File: config.mk
export PLATFORM = sky130hd
export DESIGN_NAME = base64_stream_encoder_top
export DESIGN_NICKNAME = d
export VERILOG_FILES = /design/src/sv/b64e_pkg.sv /design/src/sv/b64e_front.sv /design/src/sv/b64e_queue.sv /design/src/sv/b64e_back.sv /design/src/sv/base64_stream_encoder_top.sv
export VERILOG_INCLUDE_DIRS = /design/src /design/src/sv
export SDC_FILE = /design/constraint.sdc
export NUM_CORES = 1
export LEC_CHECK = 0
export BUFFER_PORTS_ARGS = -buffer_cell sky130_fd_sc_hd__buf_4
export CAP_MARGIN = 20
export CORE_UTILIZATION = 45
export DETAILED_ROUTE_END_ITERATION = 8
export PLACE_DENSITY = 0.64
export SYNTH_ARGS = -nofsm -noshare
export SYNTH_HDL_FRONTEND = slang
export SYNTH_SLANG_ARGS = --single-unit
File: constraint.sdc
create_clock -name clk -period 4.5 [get_ports clk]
set_input_delay 0.45 -clock clk [delete_from_list [all_inputs] [get_ports clk]]
set_output_delay 0.45 -clock clk [all_outputs]
set_load 0.03 [all_outputs]
File: src/sv/base64_stream_encoder_top_assert.svh
// assertion macros used by the base64 stream encoder queue module
`ifndef BASE64_STREAM_ENCODER_TOP_ASSERT_SVH
`define BASE64_STREAM_ENCODER_TOP_ASSERT_SVH

// same-cycle implication, checked outside reset
`define B64E_ASSERT_NOW(label, ante, cons, msg) \
	label: assert property (@(posedge clk) disable iff (!arst_n) (ante) |-> (cons)) \
		else $error(msg);

// next-cycle implication, checked outside reset
`define B64E_ASSERT_NEXT(label, ante, cons, msg) \
	label: assert property (@(posedge clk) disable iff (!arst_n) (ante) |=> (cons)) \
		else $error(msg);

`endif

File: src/sv/b64e_pkg.sv
// types, constants and the alphabet function of the base64 stream encoder
package b64e_pkg;

	localparam int QDEPTH = 2;
	localparam int QPTR_W = $clog2(QDEPTH);
	localparam int QCNT_W = $clog2(QDEPTH + 1);

	localparam logic [7:0] CHAR_UPPER_A = 8'h41;
	localparam logic [7:0] CHAR_LOWER_A = 8'h61;
	localparam logic [7:0] CHAR_DIGIT_0 = 8'h30;
	localparam logic [7:0] CHAR_PLUS    = 8'h2B;
	localparam logic [7:0] CHAR_SLASH   = 8'h2F;
	localparam logic [7:0] PAD_CHAR     = 8'h3D;

	typedef struct packed {
		logic [7:0] data_byte;
		logic       is_last;
	} in_t;

	typedef struct packed {
		logic [7:0] out_char;
		logic       out_last;
	} out_t;

	// one classified item: up to four characters ready to send
	typedef struct packed {
		logic [3:0][7:0] chars;
		logic [1:0]      n_m1;
		logic            last;
	} job_t;

	function automatic logic [7:0] enc(input logic [5:0] six);
		logic [7:0] v;
		v = {2'b00, six};
		if (six < 6'd26) begin
			return CHAR_UPPER_A + v;
		end else if (six < 6'd52) begin
			return CHAR_LOWER_A + (v - 8'd26);
		end else if (six < 6'd62) begin
			return CHAR_DIGIT_0 + (v - 8'd52);
		end else if (six == 6'd62) begin
			return CHAR_PLUS;
		end else begin
			return CHAR_SLASH;
		end
	endfunction

endpackage

File: src/sv/b64e_front.sv
// front end: accepts bytes, tracks the group position and builds character jobs
module b64e_front import b64e_pkg::*; (
	input  logic clk,
	input  logic arst_n,
	input  logic in_valid,
	output logic in_ready,
	input  in_t  in_data,
	output logic push,
	output job_t push_job,
	input  logic q_full
);

	typedef enum logic [1:0] {
		PH_START = 2'd0,
		PH_ONE   = 2'd1,
		PH_TWO   = 2'd2
	} phase_t;

	phase_t     phase_q, phase_d;
	logic [3:0] carry_q, carry_d;
	logic [7:0] b;

	assign in_ready = !q_full;
	assign push     = in_valid && in_ready;
	assign b        = in_data.data_byte;

	always_comb begin
		push_job       = '0;
		push_job.last  = in_data.is_last;
		phase_d        = PH_START;
		carry_d        = 4'd0;
		case (phase_q)
			PH_ONE: begin
				push_job.chars[0] = enc({carry_q[1:0], b[7:4]});
				if (in_data.is_last) begin
					push_job.chars[1] = enc({b[3:0], 2'b00});
					push_job.chars[2] = PAD_CHAR;
					push_job.n_m1     = 2'd2;
				end else begin
					push_job.n_m1 = 2'd0;
					phase_d       = PH_TWO;
					carry_d       = b[3:0];
				end
			end
			PH_TWO: begin
				push_job.chars[0] = enc({carry_q, b[7:6]});
				push_job.chars[1] = enc(b[5:0]);
				push_job.n_m1     = 2'd1;
			end
			default: begin
				// start of group, also the unused phase code
				push_job.chars[0] = enc(b[7:2]);
				if (in_data.is_last) begin
					push_job.chars[1] = enc({b[1:0], 4'b0000});
					push_job.chars[2] = PAD_CHAR;
					push_job.chars[3] = PAD_CHAR;
					push_job.n_m1     = 2'd3;
				end else begin
					push_job.n_m1 = 2'd0;
					phase_d       = PH_ONE;
					carry_d       = {2'b00, b[1:0]};
				end
			end
		endcase
	end

	always_ff @(posedge clk or negedge arst_n) begin
		if (!arst_n) begin
			phase_q <= PH_START;
			carry_q <= 4'd0;
		end else if (push) begin
			phase_q <= phase_d;
			carry_q <= carry_d;
		end
	end

endmodule

File: src/sv/b64e_queue.sv
// short job queue between the front end and the character sender
`include "base64_stream_encoder_top_assert.svh"

module b64e_queue import b64e_pkg::*; (
	input  logic clk,
	input  logic arst_n,
	input  logic push,
	input  job_t push_job,
	output logic q_full,
	input  logic pop,
	output logic head_valid,
	output job_t head_job
);

	job_t              entry_q [QDEPTH];
	logic [QPTR_W-1:0] wr_ptr_q;
	logic [QPTR_W-1:0] rd_ptr_q;
	logic [QCNT_W-1:0] cnt_q;

	assign q_full     = (cnt_q == QCNT_W'(QDEPTH));
	assign head_valid = (cnt_q != '0);
	assign head_job   = entry_q[rd_ptr_q];

	always_ff @(posedge clk) begin
		if (push) begin
			entry_q[wr_ptr_q] <= push_job;
		end
	end

	always_ff @(posedge clk or negedge arst_n) begin
		if (!arst_n) begin
			wr_ptr_q <= '0;
			rd_ptr_q <= '0;
			cnt_q    <= '0;
		end else begin
			if (push) begin
				wr_ptr_q <= (wr_ptr_q == QPTR_W'(QDEPTH - 1)) ? '0 : wr_ptr_q + 1'b1;
			end
			if (pop) begin
				rd_ptr_q <= (rd_ptr_q == QPTR_W'(QDEPTH - 1)) ? '0 : rd_ptr_q + 1'b1;
			end
			if (push && !pop) begin
				cnt_q <= cnt_q + 1'b1;
			end else if (pop && !push) begin
				cnt_q <= cnt_q - 1'b1;
			end
		end
	end

	`B64E_ASSERT_NOW(a_no_push_full, push, !q_full, "job pushed into a full queue")
	`B64E_ASSERT_NOW(a_no_pop_empty, pop, head_valid, "job popped from an empty queue")
	`B64E_ASSERT_NOW(a_cnt_bound, 1'b1, cnt_q <= QCNT_W'(QDEPTH), "queue count out of range")
	`B64E_ASSERT_NEXT(a_push_grows, push && !pop, cnt_q == $past(cnt_q) + 1'b1, "queue count did not grow on push")

endmodule

File: src/sv/b64e_back.sv
// back end: sends the characters of each job one per cycle, while the output is not stalled, through an output register
module b64e_back import b64e_pkg::*; (
	input  logic clk,
	input  logic arst_n,
	input  logic head_valid,
	input  job_t head_job,
	output logic pop,
	output logic out_valid,
	input  logic out_ready,
	output out_t out_data
);

	logic [1:0] idx_q;
	logic       out_valid_q;
	out_t       out_q;
	logic       load;
	logic       final_char;

	assign load       = head_valid && (!out_valid_q || out_ready);
	assign final_char = (idx_q == head_job.n_m1);
	assign pop        = load && final_char;
	assign out_valid  = out_valid_q;
	assign out_data   = out_q;

	always_ff @(posedge clk) begin
		if (load) begin
			out_q.out_char <= head_job.chars[idx_q];
			out_q.out_last <= head_job.last && final_char;
		end
	end

	always_ff @(posedge clk or negedge arst_n) begin
		if (!arst_n) begin
			idx_q       <= 2'd0;
			out_valid_q <= 1'b0;
		end else begin
			if (load) begin
				idx_q       <= final_char ? 2'd0 : idx_q + 2'd1;
				out_valid_q <= 1'b1;
			end else if (out_ready) begin
				out_valid_q <= 1'b0;
			end
		end
	end

endmodule

File: src/sv/base64_stream_encoder_top.sv
// the first character of an item is registered in a queue entry and then in the output register
// throughput: one character per cycle out of the output register while not stalled, so a
// byte every cycle while each yields one character; three bytes yield four characters
// a two-entry job queue lets input accept go on while the output is stalled, until it fills
// reset (arst_n low, asynchronous) clears group position, carried bits, queue and output valid
module base64_stream_encoder_top import b64e_pkg::*; (
	input  logic clk,
	input  logic arst_n,
	input  logic in_valid,
	output logic in_ready,
	input  in_t  in_data,
	output logic out_valid,
	input  logic out_ready,
	output out_t out_data
);

	logic push;
	job_t push_job;
	logic q_full;
	logic pop;
	logic head_valid;
	job_t head_job;

	b64e_front u_front (
		.clk      (clk),
		.arst_n   (arst_n),
		.in_valid (in_valid),
		.in_ready (in_ready),
		.in_data  (in_data),
		.push     (push),
		.push_job (push_job),
		.q_full   (q_full)
	);

	b64e_queue u_queue (
		.clk        (clk),
		.arst_n     (arst_n),
		.push       (push),
		.push_job   (push_job),
		.q_full     (q_full),
		.pop        (pop),
		.head_valid (head_valid),
		.head_job   (head_job)
	);

	b64e_back u_back (
		.clk        (clk),
		.arst_n     (arst_n),
		.head_valid (head_valid),
		.head_job   (head_job),
		.pop        (pop),
		.out_valid  (out_valid),
		.out_ready  (out_ready),
		.out_data   (out_data)
	);

endmodule
Word-level counts from Yosys, hierarchy flattened
Memories as Yosys holds them, arrays and structs flattened.
Cells that the tools add are included.
- bits in writable memories: 66
- logic and storage cells: 133
- output and inout bits: 11
- register bits after elaboration: 22
- memories kept: 1
- muxes and demuxes: 46
- add/subtract/negate cells: 35
- order comparisons: 19
- reductions and logical operators: 15
- equal/unequal tests: 8
- memory list (memory ; depth ; width ; rd ports ; clocked after memory_dff ; write ports ; RTL line ; RTL):
    u_queue.entry_q ; 2 ; 33 ; 1 ; 0 ; 1 ; b64e_queue.sv:15 ; job_t entry_q [QDEPTH];
- operators by type and width (operator ; number):
    $mux 8 ; 19
    $lt 6x6->1 const B ; 12
    $add 6x8->8 const A ; 6
    $add 7x6->8 const A ; 6
    $add 7x8->8 const A ; 6
    $sub 6x5->7 const B ; 6
    $sub 6x6->7 const B ; 6
    $lt 6x5->1 const B ; 6
    $pmux 18 s2 ; 1
    $eq 6x6->1 const B ; 4
    $mux 22 ; 1
    $bmux 8 s2 ; 1
    $pmux 8 s2 ; 1
    $mux 14 ; 1
    $mux 2 ; 7
    $mux 3 ; 4
    $pmux 4 s2 ; 1
    $mux 1 ; 7
    $logic_and 1x1->1 ; 6
    $mux 6 ; 1
    $reduce_bool 2->1 ; 3
    $add 2x1->2 const B ; 2
    $eq 2x2->1 const B ; 2
    $logic_not 1->1 ; 4
    9 further kinds ; 10

Longest topological paths before layout
Gate-level depths: netlist of the first run.
- depth in word-level cells: 7
- mapped depth: 13

By module
A second synthesis of the first run with hierarchy kept.
- cells, all modules: 589
- area total of the unflattened synthesis: 6525.0 um^2
- by module, submodules not included (module ; times used ; cells an instance ; area each (um^2)):
    b64e_front ; 1 ; 427 ; 3015.4
    b64e_queue ; 1 ; 125 ; 2865.2
    b64e_back ; 1 ; 37 ; 644.4

Least setup slack after synthesis of the first run
OpenSTA, ideal clock, no wires.
- kind: input port to flip-flop
- from: input in_data[8] in the netlist's numbering
- to: memory u_queue.entry_q[0][9] in the netlist's numbering (data pin)
- data required time: 4227 ps
- cell stages on the path: 13
- path buffers: 2
- data arrival time: 2532 ps
- setup time: 273 ps
- path slack: 1695 ps
- cell sequence: buf_2 inv_1 ha_1 a21oi_1 nand2b_1 buf_2 nand2_1 ha_1 xnor2_1 a21oi_1 o21ai_1 a2111oi_2 o21ai_1
- RTL lines (item ; RTL line ; RTL):
    start, declared ; base64_stream_encoder_top.sv:11 ; input in_t in_data,
    end, declared ; b64e_queue.sv:15 ;

==> results_dict.tcl, run 1 <==
set metrics [dict create \
    routed_wl_microns 12060 \
    via_count 3855 \
    fmax_mhz 336.1 \
    ff2ff_path_depth 10 \
    synth_compound_area_frac 0.1730 \
    hold_depth 3 \
    finClkSkew_ns 0.009421 \
    rsz0062_at_grt "false" \
    netSwitchingPower_w 0.001179 \
    cp_max_fo 12 \
    end_kind "register" \
    synth_mux_area_frac 0.07120 \
    max_slew_margin 0.3163 \
    layout-drive-gt1-share 0.1147 \
    rows 38 \
    io_pins 24 \
    power_density_mw_per_mm2 536.6 \
    combPwrFrac 0.460 \
    num_antenna_cells 0 \
    drv_slew 0 \
    crit_buf_inv 0 \
    cpPeakStageDelay_ns 0.56 \
    path_clk_slew_ns 0.07 \
    grt_pass1_vias 3661 \
    htreeDepth 3 \
    required_ns 4.55 \
    ys_warn_count 0 \
    synthFlopType "edfxtp_1" \
    die_h_microns 107.3 \
    timing.final.crit_period_ns 2.975 \
    critPathSlowestCell "dfrtp_1" \
    io_buffers 23 \
    power.share.switching 0.4058 \
    crit_arrival_ns 3.03 \
    leakage_nw 2.154 \
    holdPathEnd "u_back.out_valid" \
    finalCritPeriodShare 0.6611 \
    status "complete, but fails checks" \
    insertion_delay_ns 0.33 \
    start_util 0.4604 \
    synth_cell_type_count 62 \
    avgSynthCellArea_sq_um 9.561 \
    synth-simple-area-share 0.1414 \
    synthArstFlopShare 0.2097 \
    dp_hpwl_microns 8947 \
    area_growth_syn_to_layout_pct 8.473 \
    overflow 0 \
    drtPass1Iterations 7 \
    synthAdderAreaFrac 0.1153 \
    violations "DRC" \
    netlist_area_sq_mm 0.004991 \
    grt_pass1_wl_microns 19380 \
    drt_iter0_drc 278 \
    clockBufferDepth 2 \
    synth_top_family_by_area "compound AO/OA/AOI/OAI gates" \
    cap_violations 0 \
    antenna_found_initial 0 \
    tightest_slew_ns 1.026 \
    synth_cells 522 \
    routedWlPerCell_microns 17.94 \
    min_from "out_ready" \
    numCtsBuffers 9 \
    core_sq_mm 0.01084 \
    die_w_microns 107.3 \
    r2r-end "u_queue.entry_q[0][9]" \
    die_area_sq_mm 0.01152 \
    grt_usage 0.2200 \
    path_cells "ha_1 -> a21oi_1 -> nand2b_1 -> nand2_1 -> ha_1 -> xnor2_1 -> a21oi_1 -> o21ai_1 -> a2111oi_2 -> o21ai_1" \
    critPathTopFamily "compound AO/OA/AOI/OAI gates" \
    worstReg2RegStart "u_front.carry_q[0]" \
    synth_fp_nets 581 \
    place.gp.congestion 0.9294 \
    criticalPathCategory "reg2reg" \
    synth_edf_count 49 \
    max-vdd-ir-drop_v 0.0003219 \
    min_path_type "in2reg" \
    finalPower_w 0.002905 \
    drc 2 \
    cts_root_buf "clkbuf_8" \
    avgViaCountPerCell 5.737 \
    dp.cells 655 \
    setup-tns-final_ns 0 \
    cts_tree "done" \
    hold_viol 0 \
    mostFrequentLayoutCells "49 x nand2_1, 49 x edfxtp_1, 46 x ha_1" \
    final_cells 672 \
    pwr-share-seq 0.377 \
    synth-seq-cells 62 \
    path_depth 10 \
    ys_seq_area_frac 0.3600 \
    clkPwrFrac 0.163 \
    antenna_left 0 \
    synth_xor_area_frac 0.09476 \
    critPathLaunchType "register" \
    nets 586 \
    hold_ws_ns 0.3990 \
    cts.sinks 62 \
    setup_viol 0 \
    r2r_setup_slack_ns 1.52 \
    grt_max_degree 28 \
    intPower_w 0.001726 \
]
[worst register-to-register path, delay by kind of cell, from the launching register on]
| kind | cells | cell delay, ns |
|---|---|---|
| fa+ha+maj | 2 | 0.56 |
| simple gates | 2 | 0.49 |
| flops | 1 | 0.56 |
| compound gates | 5 | 0.98 |
| xor+xnor | 1 | 0.12 |
[sequential cells by signal, summed over array words and instances, names as in the netlist]
signal,flops
u_back.idx_q,2
u_back.out_data,9
u_back.out_valid,1
u_front.carry_q,4
u_front.phase_q,2
u_queue.cnt_q,2
u_queue.entry_q,40
u_queue.rd_ptr_q,1
u_queue.wr_ptr_q,1
[stage by stage]
step | worst slack [ns] | util | cell area, sq um
floorplan | 1.695 | - | 4991
global placement | 1.407 | 0.4804 | 5207
detailed placement | 1.349 | 0.4804 | 5207
CTS | 1.550 | 0.4994 | 5414
global route | 1.335 | 0.4994 | 5414
finish | 1.525 | 0.4994 | 5414
[layer usage]
| layer | track usage | part of all wire |
|---|---|---|
| met5 | 0 | 0 |
| met4 | 0.06654 | 0.018 |
| met3 | 0.03148 | 0.053 |
| met2 | 0.3488 | 0.47 |
| met1 | 0.3110 | 0.46 |
[cell type report]
cell class,instances,area [sq um]
clock buffer,9,123.9
clock inverter,7,72.57
fill,1036,5426
inverter,22,82.58
multi-input combinational,407,2973
sequential,62,1797
tap,140,175.2
timing repair buffer,25,190.2
[power groups by stage]
stage / registers [W] / logic [W] / clock network [W]
6_report: 0.00109 / 0.00134 / 0.000474
4_1_cts: 0.00110 / 0.00134 / 0.000483
2_1_floorplan: 0.00110 / 0.000971 / 0
5_1_grt: 0.00113 / 0.00147 / 0.000504
3_3_place_gp: 0.00110 / 0.00131 / 0
3_5_place_dp: 0.00111 / 0.00132 / 0
[worst max path at each step]
stage,from,endpoint
5_1_grt,u_front.carry_q[0],u_queue.entry_q[0][9]
3_3_place_gp,in_data[8],u_queue.entry_q[0][9]
2_1_floorplan,in_data[8],u_queue.entry_q[0][9]
6_report,u_front.carry_q[0],u_queue.entry_q[0][9]
4_1_cts,u_front.carry_q[0],u_queue.entry_q[0][9]
3_5_place_dp,in_data[8],u_queue.entry_q[0][9]
[kinds of logic after synthesis]
family,Yosys count
and+or+nand+nor,146
xor gates and xnor gates,54
AOI/OAI and AO/OA,136
adders and majority gates,46
muxes,25
buffers and inverters,53
DFF,62
[timing repair]
action                    4_1_cts  5_1_grt
resized for setup               0        0
buffers inserted                0        0
hold endpoints to repair       13        0
hold buffers                    1        0
[cells in the mapped netlist, types with 2 or more instances]
cell | number | area, sq um
mux4_2 | 8 | 180.2
nand2_1 | 49 | 183.9
nor3b_1 | 2 | 15.01
nand3b_1 | 4 | 30.03
mux2_2 | 2 | 22.52
xor2_1 | 16 | 140.1
o31ai_1 | 3 | 22.52
a22o_1 | 2 | 17.52
nor2b_1 | 11 | 68.82
o21ai_1 | 16 | 80.08
mux2i_1 | 13 | 130.1
a21o_1 | 5 | 37.54
mux2_1 | 2 | 22.52
dfrtp_1 | 13 | 325.3
a22oi_1 | 2 | 15.01
a311o_1 | 2 | 20.02
o211ai_1 | 7 | 52.55
o21a_1 | 2 | 15.01
edfxtp_1 | 49 | 1471
nand4_1 | 2 | 12.51
inv_2 | 6 | 22.52
inv_1 | 16 | 60.06
ha_1 | 46 | 575.6
o2111ai_1 | 2 | 17.52
nor3_1 | 9 | 45.04
nand2b_1 | 14 | 87.58
a221oi_1 | 2 | 17.52
nand3_1 | 13 | 65.06
nor2_1 | 29 | 108.9
a31oi_1 | 7 | 43.79
or2_1 | 3 | 18.77
buf_2 | 9 | 45.04
o31a_1 | 3 | 26.28
a311oi_1 | 2 | 17.52
xnor2_1 | 38 | 332.8
a21oi_1 | 33 | 165.2
a41oi_1 | 2 | 17.52
and3_1 | 4 | 25.02
a211oi_1 | 5 | 37.54
clkbuf_1 | 19 | 71.32
o21ai_0 | 29 | 145.1
(Power assumes the default switching activity.)
==> inputs of run 2 (changes only) <==
--- a/config.mk
+++ b/config.mk
@@ -6,11 +6,12 @@
 export SDC_FILE = /design/constraint.sdc
 export NUM_CORES = 1
 export LEC_CHECK = 0
+export ABC_AREA = 1
 export BUFFER_PORTS_ARGS = -buffer_cell sky130_fd_sc_hd__buf_4
 export CAP_MARGIN = 20
 export CORE_UTILIZATION = 45
 export DETAILED_ROUTE_END_ITERATION = 8
-export PLACE_DENSITY = 0.64
+export PLACE_DENSITY = 0.66
 export SYNTH_ARGS = -nofsm -noshare
 export SYNTH_HDL_FRONTEND = slang
 export SYNTH_SLANG_ARGS = --single-unit
==> constraint.sdc (replaced) <==
create_clock -name clk -period 2.6 [get_ports clk]
set_input_delay 0.26 -clock clk [delete_from_list [all_inputs] [get_ports clk]]
set_output_delay 0.26 -clock clk [all_outputs]
set_load 0.03 [all_outputs]
==> run 2 against run 1 <==
The flow now finishes without violations. Hold slack got worse by 0.28 ns. Clock skew is 0.0018 ns lower. Global-route usage increased by 2.0 points. Sequential share of layout area fell by 2.3 points. Critical path depth is 3 higher. Synthesized area rose by 3.6%. Worst setup slack got worse by 1.3 ns. Die area increased by 3.6%. Via count is 23% higher. Largest cell class unchanged. Largest power group unchanged.
==> results_dict.tcl, run 2 <==
set metrics [dict create \
    setup-tns-final_ns 0 \
    critPathLaunchType "register" \
    tightest_slew_ns 0.4577 \
    ff2ff_path_depth 13 \
    worstReg2RegStart "u_front.carry_q[1]" \
    power_density_mw_per_mm2 986.1 \
    avgViaCountPerCell 5.566 \
    ys_top_cells_by_count "179 x nand2_1, 63 x inv_1, 54 x nand3_1" \
    finClkSkew_ns 0.007637 \
    grt_max_degree 22 \
    dp.cells 838 \
    htreeDepth 3 \
    clockBufferDepth 2 \
    hold_viol 0 \
    finalCritPeriodShare 0.9226 \
    ys_seq_area_frac 0.3474 \
    synth_cell_type_count 43 \
    synth_fp_nets 741 \
    synthTopCellsByArea "edfxtp_1 28%, nand2_1 13%, ha_1 11%" \
    r2r-end "u_queue.entry_q[0][9]" \
    synth_most_common_cell "nand2_1" \
    cts_resized 0 \
    die_h_microns 109.2 \
    synth_edf_count 49 \
    path_clk_slew_ns 0.06 \
    cp_max_fo 12 \
    place_area_sq_mm 0.005495 \
    ys_warn_count 0 \
    routed_wl_microns 13330 \
    end_kind "register" \
    largest_reg_flops 40 \
    synthArstFlopShare 0.2097 \
    synth_top_family_by_area "simple AND/OR/NAND/NOR gates" \
    r2r_setup_slack_ns 0.20 \
    insertion_delay_ns 0.33 \
    cts_tree "done" \
    via_count 4759 \
    synth_largest_area_cell "edfxtp_1" \
    overflow 0 \
    die_w_microns 109.2 \
    area_growth_syn_to_layout_pct 12.51 \
    synth_compound_area_frac 0.1580 \
    avgSynthCellArea_sq_um 7.584 \
    antenna_found_initial 0 \
    drv_slew 0 \
    max_flop_register "u_queue.entry_q" \
    required_ns 2.67 \
    synth_mux_area_frac 0.001935 \
    rows 38 \
    dp_hpwl_microns 10020 \
    leakage_nw 2.638 \
    synth_cells 682 \
    start_util 0.4689 \
    place.gp.congestion 0.9858 \
    io_pins 24 \
    cts_root_buf "clkbuf_16" \
    synth_top_cell_area_share 0.2845 \
    drt_iter0_drc 421 \
    cp-endpoint "u_queue.entry_q[0][9]" \
    mostFrequentLayoutCells "179 x nand2_1, 63 x inv_1, 54 x nand3_1" \
    crit_arrival_ns 2.47 \
    cap_violations 0 \
    layout_commonest_cell "nand2_1" \
    synth_xor_area_frac 0.04862 \
    layout-drive-gt1-share 0.1175 \
    criticalPathCategory "reg2reg" \
    status "completed" \
    num_antenna_cells 0 \
    core_sq_mm 0.01103 \
    drc 0 \
    setup_viol 0 \
    io_buffers 23 \
    antenna_left 0 \
    final_cell_area_sq_mm 0.005819 \
    final_cells 855 \
    drtPass1Iterations 5 \
    worstSetupStartpoint "u_front.carry_q[1]" \
    rsz0062_at_grt "false" \
    synthFlopType "edfxtp_1" \
    die_area_sq_mm 0.01193 \
    max-vdd-ir-drop_v 0.0007752 \
    timing.final.crit_period_ns 2.399 \
    netlist_area_sq_mm 0.005172 \
    cts.sinks 62 \
    fmax_mhz 416.9 \
    synth-seq-cells 62 \
    routedWlPerCell_microns 15.59 \
    numCtsBuffers 9 \
    grt_pass1_vias 4483 \
    min_path_type "in2reg" \
    utilization 0.5276 \
    grt_usage 0.2403 \
    max_slew_margin 0.6945 \
    finalPower_w 0.005739 \
    synth-simple-area-share 0.2499 \
    grt_pass1_wl_microns 21970 \
    nets 769 \
    synthAdderAreaFrac 0.1113 \
]
run 2: cell types whose count changed after synthesis, sizes merged, moves of 8 or more:
cell | before | now
clkbuf | 19 | 6
nand3 | 13 | 54
nor2 | 30 | 55
mux4 | 8 | 0
nand2b | 14 | 0
xnor2 | 38 | 10
nand2 | 49 | 187
a21oi | 34 | 54
inv | 22 | 77
nor2b | 11 | 0
mux2i | 13 | 1
run 2: cell type report:
class | instances | area [sq um]
clock buffer | 9 | 225.2
clock inverter | 7 | 88.84
fill | 1078 | 5211
inverter | 81 | 306.5
multi-input combinational | 519 | 2947
sequential | 62 | 1797
tap | 140 | 175.2
timing repair buffer | 37 | 280.3
run 2: timing repair:
| action | in CTS | in global routing |
|---|---|---|
| setup endpoints to repair | 0 | 0 |
| hold buffers | 1 | 0 |
| endpoints found under the hold margin | 13 | 0 |
| buffers inserted | 0 | 0 |
run 2: routing by layer:
layer  wire length [microns]  global-route usage  vias to the layer above
li1                        -                   -                     2346
met1                    6120              0.3191                     2225
met2                    6113              0.3899                      159
met3                     738             0.04244                       29
met4                     353             0.08857                        0
met5                       0                   0                        -
run 2: worst min path at each step:
stage / depth (start not counted) / endpoint / slack, ns / startpoint
2_1_floorplan: 0 / u_back.idx_q[0] / -0.04 / arst_n
3_3_place_gp: 1 / u_back.out_valid / 0.12 / arst_n
3_5_place_dp: 1 / u_back.out_valid / 0.12 / arst_n
4_1_cts: 2 / u_back.out_valid / 0.11 / out_ready
5_1_grt: 2 / u_back.out_valid / 0.12 / out_ready
6_report: 2 / u_back.out_valid / 0.12 / out_ready
run 2: report_power, final:
part	internal [W]	switching [W]
logic	0.000930	0.00179
registers	0.00159	0.000182
clock network	0.000830	0.000413
run 2: worst max-delay path, stage by stage, from the launching register on:
cell and delay [ns]:
dfrtp_1 0.61, inv_2 0.19, ha_1 0.28, xor2_1 0.17
ha_1 0.21, o21bai_1 0.15, nand2_1 0.06, inv_1 0.04
a31oi_1 0.11, nand2_1 0.07, nand2_1 0.06, nand2_1 0.05
nand2_1 0.05, nand2_1 0.07
run 2: metrics by stage:
step	setup slack, ns	hold WS, ns
3_3_place_gp	0.2871	0.1179
5_1_grt	0.03065	0.1216
6_report	0.2012	0.1211
3_5_place_dp	0.2664	0.1239
2_1_floorplan	0.2854	-0.03559
4_1_cts	0.2245	0.1108
run 2: kinds of logic after synthesis:
| group | Yosys count |
|---|---|
| xor+xnor | 27 |
| fa+ha+maj | 46 |
| compound gates | 140 |
| mux | 1 |
| simple gates | 305 |
| buf+inv | 101 |
| flops | 62 |
